**src/sv/fosq_pkg.sv**
```systemverilog
`default_nettype none

package fosq_pkg;

  // field widths fixed by the interface
  localparam int unsigned ValueW = 8;
  localparam int unsigned CountW = 6;

  localparam int unsigned DefaultDepth = 32;

  typedef enum logic [1:0] {
    ReqPush  = 2'd0,
    ReqPop   = 2'd1,
    ReqClear = 2'd2
  } req_e;

  typedef struct packed {
    req_e              req_type;
    logic [ValueW-1:0] push_value;
  } in_t;

  typedef struct packed {
    logic [ValueW-1:0] popped_value;
    logic              pop_valid;
    logic              overflow;
    logic [CountW-1:0] entry_count;
    logic              is_empty;
  } out_t;

  // write data source for the entry store
  typedef enum logic [1:0] {
    WrSrcIn,
    WrSrcValue,
    WrSrcRdata
  } wr_src_e;

  // logical read position, relative to the head
  typedef enum logic [1:0] {
    RdHead,
    RdLast,
    RdPosM2
  } rd_sel_e;

  typedef struct packed {
    logic    wr_en;
    wr_src_e wr_src;
    logic    wr_at_pos;
    logic    rd_en;
    rd_sel_e rd_sel;
    logic    latch_value;
    logic    set_pos;
    logic    dec_pos;
    logic    inc_count;
    logic    pop_commit;
    logic    clear;
    logic    emit;
    logic    emit_pop;
    logic    emit_ovf;
  } dp_cmd_t;

  typedef struct packed {
    logic sorted;
    logic count_zero;
    logic full;
    logic pos_one;
    logic rd_gt;
    logic out_free;
  } dp_status_t;

endpackage

`default_nettype wire

```
**src/sv/fifo_or_sorted_priority_queue.sv**
```systemverilog
// sequence: a fifo push or one into an empty store, a dropped push, a clear, a pop on empty
// and the unused code register their result from idle; a pop reads the head, StPop emits it;
// a sorted push reads the last entry, StSort moves larger entries back, StSort or StPlace writes the value
// throughput: one request at a time, next one taken once the controller is idle and the
// result register is free; sorted insert walks the store one entry per cycle (ram read port)
// reset: async active low, store empty, fifo mode, store contents undefined until written
`default_nettype none

module fifo_or_sorted_priority_queue #(
  parameter int unsigned DEPTH = fosq_pkg::DefaultDepth
) (
  input  wire logic           clk_i,
  input  wire logic           rst_ni,
  // request channel
  input  wire logic           in_valid_i,
  output logic                in_stall_o,
  input  wire fosq_pkg::in_t  in_data_i,
  // result channel
  output logic                out_valid_o,
  input  wire logic           out_stall_i,
  output fosq_pkg::out_t      out_data_o,
  // mode register, writing it also empties the store
  input  wire logic           cfg_we_i,
  input  wire logic           cfg_wdata_i
);

  import fosq_pkg::*;

  dp_cmd_t    cmd;
  dp_status_t status;

  // controller decodes the request and sequences the sorted insert
  fosq_ctrl u_ctrl (
    .clk_i      (clk_i),
    .rst_ni     (rst_ni),
    .in_valid_i (in_valid_i),
    .in_stall_o (in_stall_o),
    .req_i      (in_data_i.req_type),
    .status_i   (status),
    .cmd_o      (cmd)
  );

  // datapath: ring-addressed entry store, count, head, insert position, result register
  fosq_dp #(
    .DEPTH (DEPTH)
  ) u_dp (
    .clk_i       (clk_i),
    .rst_ni      (rst_ni),
    .in_data_i   (in_data_i),
    .cfg_we_i    (cfg_we_i),
    .cfg_wdata_i (cfg_wdata_i),
    .cmd_i       (cmd),
    .status_o    (status),
    .out_valid_o (out_valid_o),
    .out_stall_i (out_stall_i),
    .out_data_o  (out_data_o)
  );

endmodule

`default_nettype wire

```
**src/sv/fosq_ram.sv**
```systemverilog
`default_nettype none

module fosq_ram #(
  parameter int unsigned WIDTH = 8,
  parameter int unsigned DEPTH = 32,
  localparam int unsigned AddrW = $clog2(DEPTH)
) (
  input  wire logic             clk_i,
  input  wire logic             we_i,
  input  wire logic [AddrW-1:0] waddr_i,
  input  wire logic [WIDTH-1:0] wdata_i,
  input  wire logic             re_i,
  input  wire logic [AddrW-1:0] raddr_i,
  output logic      [WIDTH-1:0] rdata_o
);

  logic [WIDTH-1:0] mem_q [DEPTH];
  logic [WIDTH-1:0] rdata_q;

  always_ff @(posedge clk_i) begin
    if (we_i) begin
      mem_q[waddr_i] <= wdata_i;
    end
    if (re_i) begin
      rdata_q <= mem_q[raddr_i];
    end
  end

  assign rdata_o = rdata_q;

endmodule

`default_nettype wire

```
**src/sv/fosq_ctrl.sv**
```systemverilog
`default_nettype none

module fosq_ctrl (
  input  wire logic                 clk_i,
  input  wire logic                 rst_ni,
  input  wire logic                 in_valid_i,
  output logic                      in_stall_o,
  input  wire fosq_pkg::req_e       req_i,
  input  wire fosq_pkg::dp_status_t status_i,
  output fosq_pkg::dp_cmd_t         cmd_o
);

  import fosq_pkg::*;

  typedef enum logic [1:0] {
    StIdle,
    StPop,
    StSort,
    StPlace
  } state_e;

  state_e state_q, state_d;
  logic   ready;

  assign ready      = (state_q == StIdle) && status_i.out_free;
  assign in_stall_o = !ready;

  always_comb begin
    state_d = state_q;
    cmd_o   = '0;
    cmd_o.wr_src = WrSrcIn;
    cmd_o.rd_sel = RdHead;
    case (state_q)
      StIdle: begin
        if (in_valid_i && ready) begin
          case (req_i)
            ReqPush: begin
              if (status_i.full) begin
                cmd_o.emit     = 1'b1;
                cmd_o.emit_ovf = 1'b1;
              end else if (!status_i.sorted || status_i.count_zero) begin
                // append at the tail
                cmd_o.wr_en     = 1'b1;
                cmd_o.wr_src    = WrSrcIn;
                cmd_o.inc_count = 1'b1;
                cmd_o.emit      = 1'b1;
              end else begin
                cmd_o.latch_value = 1'b1;
                cmd_o.set_pos     = 1'b1;
                cmd_o.rd_en       = 1'b1;
                cmd_o.rd_sel      = RdLast;
                state_d           = StSort;
              end
            end
            ReqPop: begin
              if (status_i.count_zero) begin
                cmd_o.emit = 1'b1;
              end else begin
                cmd_o.rd_en  = 1'b1;
                cmd_o.rd_sel = RdHead;
                state_d      = StPop;
              end
            end
            ReqClear: begin
              cmd_o.clear = 1'b1;
              cmd_o.emit  = 1'b1;
            end
            default: begin
              cmd_o.emit = 1'b1;
            end
          endcase
        end
      end
      StPop: begin
        cmd_o.pop_commit = 1'b1;
        cmd_o.emit       = 1'b1;
        cmd_o.emit_pop   = 1'b1;
        state_d          = StIdle;
      end
      StSort: begin
        cmd_o.wr_en     = 1'b1;
        cmd_o.wr_at_pos = 1'b1;
        if (status_i.rd_gt) begin
          // shift the larger entry one place back
          cmd_o.wr_src  = WrSrcRdata;
          cmd_o.dec_pos = 1'b1;
          if (status_i.pos_one) begin
            state_d = StPlace;
          end else begin
            cmd_o.rd_en  = 1'b1;
            cmd_o.rd_sel = RdPosM2;
          end
        end else begin
          cmd_o.wr_src    = WrSrcValue;
          cmd_o.inc_count = 1'b1;
          cmd_o.emit      = 1'b1;
          state_d         = StIdle;
        end
      end
      StPlace: begin
        cmd_o.wr_en     = 1'b1;
        cmd_o.wr_at_pos = 1'b1;
        cmd_o.wr_src    = WrSrcValue;
        cmd_o.inc_count = 1'b1;
        cmd_o.emit      = 1'b1;
        state_d         = StIdle;
      end
      default: begin
        state_d = StIdle;
      end
    endcase
  end

  always_ff @(posedge clk_i or negedge rst_ni) begin
    if (!rst_ni) begin
      state_q <= StIdle;
    end else begin
      state_q <= state_d;
    end
  end

endmodule

`default_nettype wire

```
**src/sv/fosq_dp.sv**
```systemverilog
`default_nettype none

module fosq_dp #(
  parameter int unsigned DEPTH = fosq_pkg::DefaultDepth
) (
  input  wire logic                          clk_i,
  input  wire logic                          rst_ni,
  input  wire fosq_pkg::in_t                 in_data_i,
  input  wire logic                          cfg_we_i,
  input  wire logic                          cfg_wdata_i,
  input  wire fosq_pkg::dp_cmd_t             cmd_i,
  output fosq_pkg::dp_status_t               status_o,
  output logic                               out_valid_o,
  input  wire logic                          out_stall_i,
  output fosq_pkg::out_t                     out_data_o
);

  import fosq_pkg::*;

  localparam int unsigned IdxW = $clog2(DEPTH);
  localparam int unsigned CntW = $clog2(DEPTH + 1);

  logic              mode_q;
  logic [IdxW-1:0]   head_q, head_d;
  logic [CntW-1:0]   count_q, count_d;
  logic [CntW-1:0]   pos_q, pos_d;
  logic [ValueW-1:0] value_q;
  out_t              out_q;
  logic              out_valid_q;

  logic [IdxW-1:0]   wr_log, rd_log, wr_addr, rd_addr;
  logic [ValueW-1:0] wr_data, rdata;
  logic [CntW-1:0]   rd_lin;
  logic [CntW+CountW-1:0] count_ext;

  // ring position: head plus logical offset, wrapped once
  function automatic logic [IdxW-1:0] wrap(input logic [IdxW-1:0] base,
                                           input logic [IdxW-1:0] ofs);
    logic [IdxW:0] s;
    s = {1'b0, base} + {1'b0, ofs};
    if (s >= (IdxW + 1)'(DEPTH)) begin
      s = s - (IdxW + 1)'(DEPTH);
    end
    return s[IdxW-1:0];
  endfunction

  always_comb begin
    case (cmd_i.rd_sel)
      RdHead:  rd_lin = '0;
      RdLast:  rd_lin = count_q - CntW'(1);
      RdPosM2: rd_lin = pos_q - CntW'(2);
      default: rd_lin = '0;
    endcase
    case (cmd_i.wr_src)
      WrSrcIn:    wr_data = in_data_i.push_value;
      WrSrcValue: wr_data = value_q;
      WrSrcRdata: wr_data = rdata;
      default:    wr_data = in_data_i.push_value;
    endcase
  end

  assign rd_log  = rd_lin[IdxW-1:0];
  assign wr_log  = cmd_i.wr_at_pos ? pos_q[IdxW-1:0] : count_q[IdxW-1:0];
  assign rd_addr = wrap(head_q, rd_log);
  assign wr_addr = wrap(head_q, wr_log);

  fosq_ram #(
    .WIDTH (ValueW),
    .DEPTH (DEPTH)
  ) u_store (
    .clk_i   (clk_i),
    .we_i    (cmd_i.wr_en),
    .waddr_i (wr_addr),
    .wdata_i (wr_data),
    .re_i    (cmd_i.rd_en),
    .raddr_i (rd_addr),
    .rdata_o (rdata)
  );

  always_comb begin
    count_d = count_q;
    head_d  = head_q;
    pos_d   = pos_q;
    if (cmd_i.clear || cfg_we_i) begin
      count_d = '0;
    end else if (cmd_i.inc_count) begin
      count_d = count_q + CntW'(1);
    end else if (cmd_i.pop_commit) begin
      count_d = count_q - CntW'(1);
    end
    if (cmd_i.pop_commit) begin
      head_d = wrap(head_q, IdxW'(1));
    end
    if (cmd_i.set_pos) begin
      pos_d = count_q;
    end else if (cmd_i.dec_pos) begin
      pos_d = pos_q - CntW'(1);
    end
  end

  assign count_ext = {{CountW{1'b0}}, count_d};

  always_ff @(posedge clk_i or negedge rst_ni) begin
    if (!rst_ni) begin
      mode_q      <= 1'b0;
      head_q      <= '0;
      count_q     <= '0;
      out_valid_q <= 1'b0;
    end else begin
      if (cfg_we_i) begin
        mode_q <= cfg_wdata_i;
      end
      head_q  <= head_d;
      count_q <= count_d;
      if (cmd_i.emit) begin
        out_valid_q <= 1'b1;
      end else if (!out_stall_i) begin
        out_valid_q <= 1'b0;
      end
    end
  end

  always_ff @(posedge clk_i) begin
    pos_q <= pos_d;
    if (cmd_i.latch_value) begin
      value_q <= in_data_i.push_value;
    end
    if (cmd_i.emit) begin
      out_q.popped_value <= cmd_i.emit_pop ? rdata : '0;
      out_q.pop_valid    <= cmd_i.emit_pop;
      out_q.overflow     <= cmd_i.emit_ovf;
      out_q.entry_count  <= count_ext[CountW-1:0];
      out_q.is_empty     <= (count_d == '0);
    end
  end

  assign status_o.sorted     = mode_q;
  assign status_o.count_zero = (count_q == '0);
  assign status_o.full       = (count_q == CntW'(DEPTH));
  assign status_o.pos_one    = (pos_q == CntW'(1));
  assign status_o.rd_gt      = (rdata > value_q);
  assign status_o.out_free   = !out_valid_q || !out_stall_i;

  assign out_valid_o = out_valid_q;
  assign out_data_o  = out_q;

endmodule

`default_nettype wire
```
**config.mk**
```make
export PLATFORM = sky130hd
export DESIGN_NAME = fifo_or_sorted_priority_queue
export DESIGN_NICKNAME = d
export VERILOG_FILES = /design/src/sv/fosq_pkg.sv /design/src/sv/fifo_or_sorted_priority_queue.sv /design/src/sv/fosq_ram.sv /design/src/sv/fosq_ctrl.sv /design/src/sv/fosq_dp.sv
export SDC_FILE = /design/constraint.sdc
export NUM_CORES = 1
export LEC_CHECK = 0
export BUFFER_PORTS_ARGS = -buffer_cell sky130_fd_sc_hd__buf_2
export CAP_MARGIN = 10
export CORE_ASPECT_RATIO = 0.75
export CORE_UTILIZATION = 55
export CTS_CLUSTER_SIZE = 10
export DETAILED_ROUTE_END_ITERATION = 12
export PLACE_DENSITY = 0.76
export SLEW_MARGIN = 20
export SYNTH_ARGS = -nofsm -noshare
export SYNTH_HDL_FRONTEND = slang
export SYNTH_SLANG_ARGS = --single-unit
```
**constraint.sdc**
```tcl
create_clock -name clk_i -period 7 [get_ports clk_i]
set_input_delay 1.4 -clock clk_i [delete_from_list [all_inputs] [get_ports clk_i]]
set_output_delay 1.4 -clock clk_i [all_outputs]
set_load 0.1 [all_outputs]
```
### Yosys cells after proc, flatten, opt, wreduce, memory -nomap -nowiden

Memory sizes are Yosys's and may differ from the RTL's. A register that Yosys moved wholly into a read port is not among the register bits.
Index checks and enable logic that the tools add are counted.
Widths: inputs -> output; s select.

* add/subtract/negate cells: 10
* reduce and logical (&&, ||, !) cells: 18
* equality and inequality tests: 18
* multiplexer cells: 57
* order comparisons: 4

Operators by type and width (count)
* $mux 5: 7
* $mux 6: 5
* $mux 3: 7
* $mux 2: 10
* $ge 6x6->1 const B: 3
* $mux 1: 18
* $pmux 8 s2: 1
* $ne 3x3->1 const B: 5
* $sub 5x1->5 const B: 3
* $add 5x5->6: 2
* $logic_not 6->1: 2
* $pmux 3 s2: 2
* $sub 6x1->6 const B: 2
* $eq 2x2->1 const B: 5
* $pmux 5 s2: 1
* $pmux 3 s3: 1
* $eq 2x1->1 const B: 4
* $gt 8x8->1: 1
* $add 5x1->6 const B: 1
* $add 6x1->6 const B: 1
* $eq 6x1->1 const B: 1
* $eq 6x6->1 const B: 1
* $pmux 1 s3: 2
* $pmux 2 s3: 1
* 13 further kinds: 21

* bits in writable memories: 256
* register bits after elaboration: 46
* logic and storage cells: 120
* output and inout bits: 19
* memories kept: 1

Memories
* u_dp.u_store.mem_q: depth 32, bits a word 8, read ports 1, clocked after Yosys merged registers in 1, write ports 1, RTL line fosq_ram.sv:17 `logic [WIDTH-1:0] mem_q [DEPTH];`

### Longest topological paths before layout

* depth in word-level cells: 12
* depth in mapped cells: 22
* mapped depth without buffers: 21

### Cells and area by module

A second synthesis with hierarchy kept.

* cell total of the unflattened synthesis: 721
* area total of the unflattened synthesis: 13269.0 um^2

Modules (own cells, without submodules)
* fosq_ram: instances 1, cells each 417, seq. area each 7927.6 um^2, area each 10133.5 um^2
* fosq_dp: instances 1, cells each 268, seq. area each 1256.2 um^2, area each 2861.5 um^2
* fosq_ctrl: instances 1, cells each 36, seq. area each 50.0 um^2, area each 274.0 um^2

### Least setup slack after synthesis

OpenSTA, ideal clock, no wires.

* path type: input-to-reg
* from: input port out_stall_i
* to: register u_dp.u_store.rdata_q[0] (netlist: u_dp.u_store.rdata_o[0]), read port of u_dp.u_store.mem_q, data pin
* required time: 6.733 ns
* path slack: 1.139 ns
* setup time: 0.267 ns
* arrival: 5.593 ns
* cell stages on the path: 17
* path through: a211oi_1 inv_1 nor2_1 nand3_1 clkbuf_1 inv_1 ha_1 a22oi_1 nor2_1 ha_1 fa_1 clkbuf_1 clkbuf_1 mux4_2 mux2_2 o211ai_1 o21ai_0

* word-level cells in the longest chain between the ends: 11
* elaborated cells between the ends (all ways): 13

Ends and longest elaborated chain
* from (decl): RTL line fifo_or_sorted_priority_queue.sv:20 `input wire logic out_stall_i,`
* $logic_not 1->1 (*)
* $logic_or 1x1->1 (*): RTL line fosq_dp.sv:142 `assign status_o.out_free = !out_valid_q || !out_stall_i;`
* $logic_and 1x1->1 (*): RTL line fosq_ctrl.sv:25 `assign ready = (state_q == StIdle) && status_i.out_free;`
* $logic_and 1x1->1 (*): RTL line fosq_ctrl.sv:35 `if (in_valid_i && ready) begin`
* $mux 5 (*): RTL line fosq_ctrl.sv:35
* $pmux 3 s2 (*): RTL line fosq_ctrl.sv:33 `case (state_q)`
* $eq 2x2->1 / $eq 2x1->1 (equally long branches): RTL line fosq_dp.sv:48 `case (cmd_i.rd_sel)`
* $pmux 5 s2: RTL line fosq_dp.sv:48
* $add 5x5->6: RTL line fosq_dp.sv:40 `s = {1'b0, base} + {1'b0, ofs};`
* $sub 5x1->5 / $ge 6x6->1 (equally long branches): RTL line fosq_dp.sv:42, fosq_dp.sv:41
* $mux 5: RTL line fosq_dp.sv:41 `if (s >= (IdxW + 1)'(DEPTH)) begin`
* to (decl): RTL line fosq_ram.sv:18 `logic [WIDTH-1:0] rdata_q;`

Mark *: on every way between the ends. The rest lies on a longest branch, timed or not.
A chain may end at the register's enable or synchronous reset.

### Worst setup path after layout

* from: register u_dp.u_store.rdata_q[7] (netlist: u_dp.u_store.rdata_o[7]), read port of u_dp.u_store.mem_q
* to: register u_dp.u_store.rdata_q[1] (netlist: u_dp.u_store.rdata_o[1]), read port of u_dp.u_store.mem_q, data pin

* word-level cells in the longest chain between the ends: 8
* elaborated cells between the ends (all ways): 10

Ends and longest elaborated chain
* $gt 8x8->1 (*): RTL line fosq_dp.sv:141 `assign status_o.rd_gt = (rdata > value_q);`
* $mux 3 (*): RTL line fosq_ctrl.sv:83 `if (status_i.rd_gt) begin`
* $pmux 3 s2 (*): RTL line fosq_ctrl.sv:33
* $eq 2x2->1 / $eq 2x1->1 (equally long branches): RTL line fosq_dp.sv:48
* $pmux 5 s2: RTL line fosq_dp.sv:48
* $add 5x5->6: RTL line fosq_dp.sv:40
* $sub 5x1->5 / $ge 6x6->1 (equally long branches): RTL line fosq_dp.sv:42, fosq_dp.sv:41
* $mux 5: RTL line fosq_dp.sv:41

Marked as above.

==> impl_metrics.json <==
{
  "hp-class": "register to register",
  "vdd_drop_max_mv": 0.267,
  "yosys.area_share.xor_xnor": 0.0173,
  "clk_pin_slew_ns": 0.06,
  "fin_ws_ns": 1.49,
  "maxCapViolations": 0,
  "combPwrFrac": 0.214,
  "area.growth.synth_to_final_pct": 12.0,
  "synth_edf_count": 295,
  "synthCells": 765,
  "core_um2": 23300,
  "antenna_found_initial": 0,
  "tritoncts": "done",
  "mappedNetlistArea_um2": 13200,
  "yosys-top-cells-area": "edfxtp_1 (67%), mux4_2 (11%), dfrtp_1 (2.8%)",
  "rsz0062_at_grt": "false",
  "hold_viol": 0,
  "ctsResizeCount": 0,
  "synth_top_area_frac": 0.671,
  "synth_top_area_cell": "edfxtp_1",
  "synth_top_family_by_area": "multiplexers",
  "whs_path_depth": 1,
  "synthMuxAreaShare": 0.138,
  "p_sw_mw": 1.29,
  "fmax_mhz": 182,
  "wl_per_cell_um": 25.0,
  "crit_required_ns": 7.24,
  "syn_avg_cell_area_um2": 17.3,
  "final_cell_mix": "edfxtp_1 (295), nor2_1 (70), mux4_2 (64), nand2_1 (38), clkbuf_16 (36)",
  "num_vias": 7030,
  "ios": 35,
  "die-area_um2": 24600,
  "drive_gt1_frac": 0.234,
  "drt_pass1_iterations": 5,
  "routed_wl_um": 28200,
  "powerDensity_nw_per_um2": 322,
  "synth-simple-area-share": 0.0487,
  "async_flop_share": 0.0484,
  "cp-start-kind": "register",
  "overflow": 0,
  "ys_ff_latch": 310,
  "gr-usage-met2": 0.365,
  "clock_path_buffers": 3,
  "grt_pass1_vias": 7186,
  "crit_slowest_cell": "ha_4",
  "clk-insertion-delay-late_ns": 0.53,
  "synth_ff_type": "edfxtp_1",
  "fin_util": 0.634,
  "worstPathArrival_ns": 5.75,
  "placed_cell_area_um2": 13800,
  "end_kind": "register",
  "hp-start": "u_dp.out_valid_o",
  "post-route-period-util": 0.787,
  "viasPerCell": 6.22,
  "die_x_um": 181,
  "cts_sinks": 310,
  "numCtsBuffers": 36,
  "rows": 48,
  "total_power_mw": 4.76,
  "holdWs_ns": 0.507,
  "reg2reg_slack_ns": 1.49,
  "gp_congestion": 0.880,
  "grt_pass1_wl_um": 43100,
  "intPower_mw": 3.47,
  "cp_num_buf_inv": 2,
  "busiest_layer": "met2",
  "fin_tns_setup_ns": 0,
  "initial_core_util": 0.566,
  "crit_family": "compound AO/OA/AOI/OAI gates",
  "status": "completed",
  "gr-usage-met3": 0.0731,
  "slew_violations": 0,
  "htreeDepth": 2,
  "hold_path_end": "u_dp.out_valid_o",
  "maxSlewHeadroom": 0.361,
  "antenna_left": 0,
  "met1_usage": 0.343,
  "synth_compound_area_frac": 0.0444,
  "fin_skew_ns": 0.0225,
  "seqPwrFrac": 0.444,
  "total_leakage_power_nw": 4.92,
  "postCtsHoldBufs": 0,
  "yosys.cell_types.count": 51,
  "worst_slew_pin_slew_ns": 0.959,
  "post-place-ws_ns": 1.02,
  "seq_area_um2": 9230,
  "path_cells": "ha_1 > nand4_1 > a21oi_1 > nor2_1 > nor2_1 > nand2_1 > a31oi_1 > inv_1 > ha_1 > a22oi_1 > nor2_1 > ha_4 > buf_12 > mux4_2 > mux2_2 > o211ai_1 > o21ai_0",
  "fillers": 1610,
  "dr.first_iter.drc_count": 657,
  "r2r-end": "u_dp.u_store.rdata_o[1]",
  "place_inst": 1080,
  "slowest_delay_ns": 0.65,
  "setup_viol": 0,
  "post-route-drc-count": 0,
  "dp_hpwl_um": 18000,
  "yosysWarnings": 0,
  "fin_area_um2": 14800,
  "worst-setup-path-type": "register to register",
  "portBuffers": 34,
  "worst-r2r-cell-count": 17,
  "track_usage": 0.242,
  "final_nets": 864,
  "p_clk_frac": 0.342,
  "swShare": 0.271,
  "ys_seq_area_frac": 0.700,
  "layout_commonest_cell": "edfxtp_1",
  "die_h_um": 136,
  "cp_max_fo": 29,
  "cts_setup_buffers": 0,
  "post_layout_nonfiller_instances": 1131,
  "grt_start_max_net_pins": 65,
  "critPathMostFrequentCell": "nor2_1",
  "cts-root-buf": "clkbuf_16",
  "multi_input_area_um2": 3770,
  "yosys.area_share.adder": 0.0296,
  "fin_crit_ns": 5.51,
  "r2r-start": "u_dp.u_store.rdata_o[7]",
  "synthesis.nets": 811
}
how the worst max path moves through the flow:
stage / startpoint / to / slack [ns] / depth (start not counted)
detailed placement: in_data_i[8] / u_dp.u_store.rdata_o[1] / 1.02 / 13
CTS: in_data_i[8] / u_dp.u_store.rdata_o[1] / 1.51 / 13
global route: out_stall_i / u_dp.u_store.rdata_o[1] / 1.06 / 14
global placement: in_data_i[8] / u_dp.u_store.rdata_o[6] / 1.11 / 13
finish: u_dp.u_store.rdata_o[7] / u_dp.u_store.rdata_o[1] / 1.49 / 17
floorplan: out_stall_i / u_dp.u_store.rdata_o[0] / 1.14 / 17
sequential cells by signal, summed over array words and instances (netlist names):
register              cells
u_dp.mode_q               1
u_dp.out_data_o          17
u_dp.u_store.mem_q      256
u_dp.count_q              6
u_dp.out_valid_o          1
u_ctrl.state_q            2
u_dp.value_q              8
u_dp.u_store.rdata_o      8
u_dp.head_q               5
u_dp.pos_q                6
per-layer routing:
layer / routed length (um) / vias up
met5: 0 / -
met2: 12900 / 297
met4: 443 / 0
li1: - / 3093
met3: 2610 / 35
met1: 12300 / 3605
cells by family (layout without fill, tap and decap cells):
logic type	Yosys count	count (layout)
compound gates	93	93
xor+xnor	26	26
fa+ha+maj	30	30
buf+inv	61	126
flops	310	310
mux	100	100
other cells	0	1
simple gates	145	145
power by group through the flow:
stage,combinational [mW],clock [mW],sequential (mW)
after global routing,1.09,1.72,2.12
final,1.02,1.63,2.11
after CTS,1.02,1.65,2.11
after detailed placement,1.01,0,2.15
after global placement,1.00,0,2.15
after floorplan,0.662,0,2.24
cells in the mapped netlist (3+ instances only):
| cell type | instances |
|---|---|
| a21o_1 | 5 |
| a21oi_1 | 25 |
| a22oi_1 | 12 |
| a31oi_1 | 3 |
| and2_1 | 9 |
| buf_2 | 6 |
| clkbuf_1 | 22 |
| dfrtp_1 | 15 |
| edfxtp_1 | 295 |
| ha_1 | 28 |
| inv_1 | 27 |
| mux2_2 | 19 |
| mux2i_1 | 17 |
| mux4_2 | 64 |
| nand2_1 | 38 |
| nand3_1 | 6 |
| nand4_1 | 4 |
| nor2_1 | 70 |
| nor3_1 | 5 |
| o211ai_1 | 10 |
| o21ai_0 | 25 |
| xnor2_1 | 16 |
| xor2_1 | 10 |
layout make-up:
type	count	area share
Antenna cell	1	0.000169
Clock buffer	47	0.0638
Clock inverter	3	0.00330
Inverter	28	0.00711
Multi-Input combinational cell	394	0.255
Sequential cell	310	0.625
Tap cell	300	0.0254
Timing Repair Buffer	48	0.0203
worst reg2reg max path: stages, from the launching register on:
cell	delay (ns)
edfxtp_1	0.47
ha_1	0.37
nand4_1	0.15
a21oi_1	0.29
nor2_1	0.10
nor2_1	0.21
nand2_1	0.18
a31oi_1	0.55
inv_1	0.11
ha_1	0.26
a22oi_1	0.21
nor2_1	0.10
ha_4	0.65
buf_12	0.32
mux4_2	0.57
mux2_2	0.29
o211ai_1	0.28
o21ai_0	0.14
Power figures use the tool's default switching activity.
